## config.mk

```make
export PLATFORM = sky130hd
export DESIGN_NAME = mtb_front
export DESIGN_NICKNAME = d
export VERILOG_FILES = /design/src/sv/mtb_pkg.sv /design/src/sv/mtb_front.sv
export SDC_FILE = /design/constraint.sdc
export NUM_CORES = 1
export LEC_CHECK = 0
export BUFFER_PORTS_ARGS = -buffer_cell sky130_fd_sc_hd__buf_2
export CAP_MARGIN = 20
export CORE_AREA = 10 10 177 179
export DETAILED_ROUTE_END_ITERATION = 10
export DIE_AREA = 0 0 187 189
export PLACE_DENSITY = 0.74
export SLEW_MARGIN = 30
export SYNTH_ARGS = -nofsm -noshare
export SYNTH_HDL_FRONTEND = slang
export SYNTH_SLANG_ARGS = --single-unit
export TNS_END_PERCENT = 1
```

## constraint.sdc

```tcl
create_clock -name clk -period 12.15 [get_ports clk]
set_input_delay 1.8225 -clock clk [delete_from_list [all_inputs] [get_ports clk]]
set_output_delay 1.8225 -clock clk [all_outputs]
set_load 0.02 [all_outputs]
```

## src/sv/mtb_pkg.sv

```systemverilog
`timescale 1ns / 1ps
// ----------------------------------------------------------------------------
// mtb_pkg
// Types, codes and constants shared by the token bucket limiter.
// ----------------------------------------------------------------------------
package mtb_pkg;

	localparam int NUM_BUCKETS_DEF = 16;
	localparam int TOKEN_FRAC_BITS = 24;
	localparam int DIV_W           = 48;
	localparam int Q_DEPTH         = 2;

	localparam logic [47:0] M48       = 48'hFFFF_FFFF_FFFF;
	localparam logic [39:0] TPD_RESET = 40'd86400000000;
	localparam logic [39:0] PHS_RESET = 40'd0;

	localparam logic [1:0] CMD_TICK  = 2'd0;
	localparam logic [1:0] CMD_CFG   = 2'd1;
	localparam logic [1:0] CMD_ACQ   = 2'd2;
	localparam logic [1:0] CMD_PROBE = 2'd3;

	localparam logic [2:0] ST_OK    = 3'd0;
	localparam logic [2:0] ST_SHORT = 3'd1;
	localparam logic [2:0] ST_QUOTA = 3'd2;
	localparam logic [2:0] ST_BAD   = 3'd3;
	localparam logic [2:0] ST_NREG  = 3'd4;

	localparam logic REG_TPD   = 1'b0;
	localparam logic REG_PHASE = 1'b1;

	// front-end classification of a word
	localparam logic [2:0] CL_TICK  = 3'd0;
	localparam logic [2:0] CL_BAD   = 3'd1;
	localparam logic [2:0] CL_NREG  = 3'd2;
	localparam logic [2:0] CL_CFG   = 3'd3;
	localparam logic [2:0] CL_ACQ   = 3'd4;
	localparam logic [2:0] CL_PROBE = 3'd5;

	typedef struct packed {
		logic [2:0]  cls;
		logic [3:0]  idx;
		logic [47:0] cost;
		logic [47:0] cap;
		logic [31:0] rate;
		logic [31:0] quota;
		logic [15:0] tk;
	} item_t;

	typedef struct packed {
		logic [47:0] tokens;
		logic [47:0] last;
		logic [47:0] cap;
		logic [31:0] rate;
		logic [31:0] quota;
		logic [31:0] left;
		logic [47:0] deadline;
	} bucket_t;

	typedef struct packed {
		logic             start;
		logic [DIV_W-1:0] num;
		logic [DIV_W-1:0] den;
	} div_req_t;

	typedef struct packed {
		logic             done;
		logic [DIV_W-1:0] quo;
		logic [DIV_W-1:0] rem;
	} div_rsp_t;

endpackage

```

## src/sv/mtb_front.sv

```systemverilog
`timescale 1ns / 1ps
// ----------------------------------------------------------------------------
// mtb_front
// Accepts command words, classifies them and holds them in a short queue.
// ----------------------------------------------------------------------------
module mtb_front import mtb_pkg::*; #(
	parameter int NUM_BUCKETS = NUM_BUCKETS_DEF
) (
	input  logic               clk,
	input  logic               arst_n,
	input  logic               in_valid,
	output logic               in_ready,
	input  logic [1:0]         command,
	input  logic [3:0]         bucket_index,
	input  logic [47:0]        cost,
	input  logic [47:0]        capacity,
	input  logic [31:0]        refill_rate,
	input  logic signed [31:0] request_quota,
	input  logic [15:0]        tick_count,
	output logic               q_valid,
	output item_t              q_item,
	input  logic               q_pop
);

	localparam int PW = (Q_DEPTH > 1) ? $clog2(Q_DEPTH) : 1;
	localparam int CW = $clog2(Q_DEPTH + 1);
	localparam logic [8:0] NB = 9'(NUM_BUCKETS);

	item_t          fifo_q [Q_DEPTH];
	logic [PW-1:0]  wr_ptr_q, rd_ptr_q;
	logic [CW-1:0]  cnt_q;
	item_t          cls_item;
	logic           push;

	always_comb begin
		cls_item.idx   = bucket_index;
		cls_item.cost  = cost;
		cls_item.cap   = capacity;
		cls_item.rate  = refill_rate;
		cls_item.quota = request_quota;
		cls_item.tk    = tick_count;
		case (command)
			CMD_TICK:  cls_item.cls = CL_TICK;
			CMD_CFG:   cls_item.cls = (capacity == '0 || refill_rate == '0) ? CL_BAD : CL_CFG;
			CMD_ACQ:   cls_item.cls = (cost == '0) ? CL_BAD : CL_ACQ;
			CMD_PROBE: cls_item.cls = CL_PROBE;
			default:   cls_item.cls = CL_TICK;
		endcase
		// out-of-range index only matters once the argument check has passed
		if (cls_item.cls != CL_TICK && cls_item.cls != CL_BAD && {5'd0, bucket_index} >= NB)
			cls_item.cls = CL_NREG;
	end

	assign in_ready = (cnt_q != CW'(Q_DEPTH));
	assign push     = in_valid && in_ready;
	assign q_valid  = (cnt_q != '0);
	assign q_item   = fifo_q[rd_ptr_q];

	always_ff @(posedge clk or negedge arst_n) begin
		if (!arst_n) begin
			wr_ptr_q <= '0;
			rd_ptr_q <= '0;
			cnt_q    <= '0;
		end else begin
			if (push) begin
				fifo_q[wr_ptr_q] <= cls_item;
				wr_ptr_q <= (wr_ptr_q == PW'(Q_DEPTH - 1)) ? '0 : wr_ptr_q + 1'b1;
			end
			if (q_pop)
				rd_ptr_q <= (rd_ptr_q == PW'(Q_DEPTH - 1)) ? '0 : rd_ptr_q + 1'b1;
			if (push && !q_pop)
				cnt_q <= cnt_q + 1'b1;
			else if (!push && q_pop)
				cnt_q <= cnt_q - 1'b1;
		end
	end

endmodule

```

; ---- Yosys cells after proc, flatten, opt, wreduce, memory -nomap -nowiden
; Memories as Yosys holds them, arrays and structs flattened.
; Index checks and enable logic that the tools add are counted.
[totals]
register_bits = 4
mem_bits_rw = 366
mem_count = 1
[memory_table]
columns = name, words, width, rd, rd_ports_with_merged_regs, wr, line_no
row1 = fifo_q, 2, 183, 1, 0, 1, mtb_front.sv:29  ; item_t fifo_q [Q_DEPTH];
[classes]
add_sub_neg = 4
eq_ne = 4
n_mux = 9
reduce_logical = 13
[ops]
columns = op, count
row1 = 48-bit logical NOT, 2
row2 = 32-bit logical NOT, 1
row3 = 3-bit case mux with 4 select lines, 1
row4 = 2-bit 2-to-1 mux, 3
row5 = "2-bit equality test, second input constant", 2
row6 = 1-bit logical AND, 4
row7 = 1-bit 2-to-1 mux, 4
row8 = 2-bit nonzero test, 2
row9 = 3-bit 2-to-1 mux, 1
row10 = "1-bit adder, second input constant", 2
row11 = "2-bit by 1-bit adder with 2-bit output, second input constant", 1
row12 = "2-bit by 1-bit equality test with 1-bit output, second input constant", 1
row13 = 1-bit logical NOT, 2
row14 = 2-bit logical NOT, 1
row15 = "2-bit != test, second input constant", 1
row16 = "2-bit by 1-bit subtractor with 2-bit output, second input constant", 1
row17 = 1-bit logical OR, 1

; ---- Depth between registers and ports, before layout
[logic_depth]
ltp_word = 6
ltp_mapped = 6

; ---- Least setup slack after synthesis
; Ideal clock, no wire load.
[synth_path]
path_kind = input -> register
from = in in_valid
to = mem fifo_q[0][0] (netlist bit) (enable)
setup_time_ns = 0.732
arrival_time_ns = 9.703
required_time_ns = 11.418
setup_slack_ns = 1.715
path_stages = 3
cell_sequence = and2_1 -> nand2_1 -> nor2_1
[synth_via]
elab_chain_cells = 4
[synth_rtl]
columns = item, line_no
row1 = from (decl), mtb_front.sv:11  ; input logic in_valid,
row2 = 1-bit logical AND, mtb_front.sv:55  ; assign push = in_valid && in_ready;
row3 = 1-bit 2-to-1 mux, mtb_front.sv:65  ; if (push) begin
row4 = 1-bit logical AND (implied by the code), mtb_front.sv:66  ; fifo_q[wr_ptr_q] <= cls_item;
row5 = 1-bit 2-to-1 mux (implied by the code), mtb_front.sv:66
row6 = to (decl), mtb_front.sv:29
; Every way passes these cells.

==> results list <==
* Run status: finished, final reports clean
- Type of element capturing the critical path: output pin
* Critical Path Start: rd_ptr_q
- Leaving out fill and tap cells, the most frequent cells in the layout are 370 x sky130_fd_sc_hd__buf_2, 366 x sky130_fd_sc_hd__edfxtp_1, 183 x sky130_fd_sc_hd__mux2_2, 41 x sky130_fd_sc_hd__clkbuf_16, 31 x sky130_fd_sc_hd__nor4_1.
- The final layout contains 1,218 nets.
- For this configuration, the core starts out at a cell density of 49.4%.
* Number of ports placed on the die boundary: ~370
- In this run the most critical hold path is launched from cnt_q[1].
- Measured along the x axis, the die boundary spans 187 µm.
- The worst setup path is launched from a flop.
- From synthesis to final layout, the design area changed by 25.9%.
- Met2 layer wire length in the routed design: 16,700 µm
- The first global-routing pass estimated between 40,000 and 50,000 µm of wire.
- The netlist uses 22 different library cells.
- When the netlist entered floorplanning its net count stood at 820.
- In this run the critical register-to-register path is launched from cnt_q[0].
* DP Wirelength: roughly 22,000 µm
* Max H-tree Level: 2
- Share of the clock period used by the worst path: roughly two fifths
- Worst EP arrival: 2.88 ns
- VDD IR max: ~160 µV
- The final number of hold-violating endpoints was 0.
- Number of iterations in the first detailed-routing pass: 4
* Period minus WS final: 4.71 ns
- Based on the critical path, the design can be clocked at up to 212 MHz.
- Dividing total power by cell area gives a power density of around 230 mW/mm².
- The tightest min-delay check is of the flop to flop type.
- The region available for standard cell placement spans 0.0276 mm².
- Total negative setup slack: 0 ns
- The routed layout has between 7k and 8k vias.
* Grt ovf: 0
- Clock latency on the worst-skew pair: 0.51 ns
* Total global routing track utilization: 17.3%
- TritonCTS created 39 clock buffers.
- Buffers placed on the I/O ports in this run total 370.
- The via count of the first global-routing pass came to 8,124.
* Cell row count: 61
- Met3 WL: 2400 µm
* Netlist area before placement: 0.0137 mm²
- Wire length on met1: between 10,000 and 15,000 µm
- The cell sitting at the root of the clock tree is a sky130_fd_sc_hd__clkbuf_16.
- Summed over all cells, the static leakage comes to between 6 and 7 nW.
- Number of routed nets with antenna violations: 0
- Vertical extent of the die: around 190 µm
- Largest net degree at the start of global routing: around 110
- Crit path setup slack, layout: about 7.4 ns
- Setup repair after global routing left no endpoint under its margin.
- Max-capacitance violation count: 0
- Required @ worst endpoint: 10.33 ns
- A synthesized cell averages 21.6 µm².
* DRT iter0 DRCs: 395
- Die Area: 0.0353 mm²
- Critical setup path kind: flop to output pin
* Layout cells sized above 1: 58.6%
* Via density per instance: 5.16
- Once the clock tree was built, the setup fixing pass inserted 0 buffers.
- Count of state elements after synthesis: 370
- The clock drives 370 sinks.
* WL/cell: 22.0 µm
* Register-to-Register Setup Slack: between 9 and 10 ns
* Delay contributed by the slowest stage of the critical path: 0.86 ns
- Setup violations remaining at the end of the flow were counted as 0.
- Clock transition at path regs: roughly 0.060 ns
- Number of fill cells in the layout: around 2k
- Most common cell after layout, fill and taps aside: sky130_fd_sc_hd__buf_2
* Number of hold buffers added after CTS: 0
- Clock tree buffer depth: 3
* Actual slew at the worst max-slew pin: between 0.9 and 1 ns
- Along the worst path, the maximum fanout reaches 72.
* Clock tree from TritonCTS: done
* Max Slew Vio Count: 0
* Count of instances resized after the clock tree is built: 0
- Measured against its own limit, the worst slew margin works out to 35.6%.
- Cells fill 62.2% of the core in the end.
- The number of antenna violations at the first check in global routing came to 2.
- Series of cell instances along the critical path: buf_4 -> mux2_2 -> buf_2
* Maximum clock skew at final layout: 0.0157 ns
- Sequential-to-total area share from yosys stat: approximately four fifths
- For this run, design rule violations remaining after detail routing come to 0.
- The slowest stage of the critical path belongs to the cell sky130_fd_sc_hd__dfrtp_4.
- Syn. warnings: 0
- Routability-driven placement finished with a final weighted congestion of 0.781.
- Mapped Cells: 633
* Overall routed net length: 31,700 µm
* Final Total Pwr: roughly 0.0039 W
* Place WS: 7.99 ns
- Routed signal wires occupy layers up through met4.
==> stage by stage <==
stage               area [µm²]  cells  hold WS (ns)
global route             17200   1439         0.517
global placement         15900   1366         0.479
detailed placement       16000   1368         0.479
CTS                      17200   1437         0.490
floorplan                13700    633         0.456
finish                   17200   1439         0.495
==> registers in the layout, summed over array words and instances, names as in the netlist <==
register / flops
cnt_q: 2
fifo_q: 366
rd_ptr_q: 1
wr_ptr_q: 1
==> critical path: cells and delay by family (launching register included) <==
family                 cells  cell delay (ns)
buffers and inverters      2             0.97
flip-flops                 1             0.86
multiplexers               1             0.43
==> where the power goes <==
group	internal [W]	switching [W]
Sequential	0.00159	0.0000680
Clock	0.000638	0.000464
Combinational	0.000444	0.000678
Total	0.00267	0.00121
==> per-layer routing <==
| layer | track usage, % | up-vias |
|---|---|---|
| met5 | 0 | - |
| li1 | - | 3384 |
| met1 | 19.6 | 3701 |
| met3 | 5.20 | 46 |
| met2 | 31.0 | 299 |
| met4 | 5.27 | 0 |
==> layout make-up <==
class	instances	area, µm²	area share, %
well taps	378	473	2.75
flip-flops and latches	370	11100	64.5
inverters	1	3.75	0.0218
clock inverters	24	156	0.909
diodes	2	5.00	0.0291
clock buffers	45	1040	6.05
multi-input cells	242	2460	14.3
repair buffers	377	1960	11.4
==> synthesized netlist by cell type, drive strengths merged <==
| master | n | area (µm²) |
|---|---|---|
| a21o | 1 | 7.51 |
| and2 | 1 | 6.26 |
| and3 | 1 | 6.26 |
| buf | 20 | 115 |
| dfrtp | 4 | 100 |
| edfxtp | 366 | 11000 |
| ha | 1 | 12.5 |
| inv | 1 | 3.75 |
| mux2 | 183 | 2060 |
| nand2 | 1 | 3.75 |
| nand2b | 1 | 6.26 |
| nand4 | 8 | 50.1 |
| nor2 | 3 | 11.3 |
| nor3 | 2 | 10.0 |
| nor4 | 32 | 206 |
| nor4b | 1 | 8.76 |
| o41a | 1 | 11.3 |
| or2 | 1 | 6.26 |
| xnor2 | 1 | 8.76 |
| xor2 | 4 | 35.0 |
==> final timing paths <==
check	endpoint	cells past startpoint
max in group asynchronous	rd_ptr_q	1
setup reg to reg	fifo_q[1][67]	5
hold reg to reg	cnt_q[1]	1
min in group asynchronous	cnt_q[0]	1
setup / recovery	q_item[80]	3
hold / removal	cnt_q[1]	1
==> kinds of logic after synthesis <==
group           Yosys count  share of synthesized area, %
flops                   370                          81.2
mux                     183                          15.1
simple gates             51                          2.31
buf+inv                  21                         0.870
xor+xnor                  5                         0.321
compound gates            2                         0.137
fa+ha+maj                 1                        0.0916
No activity file was read; power rests on OpenSTA's default activity.
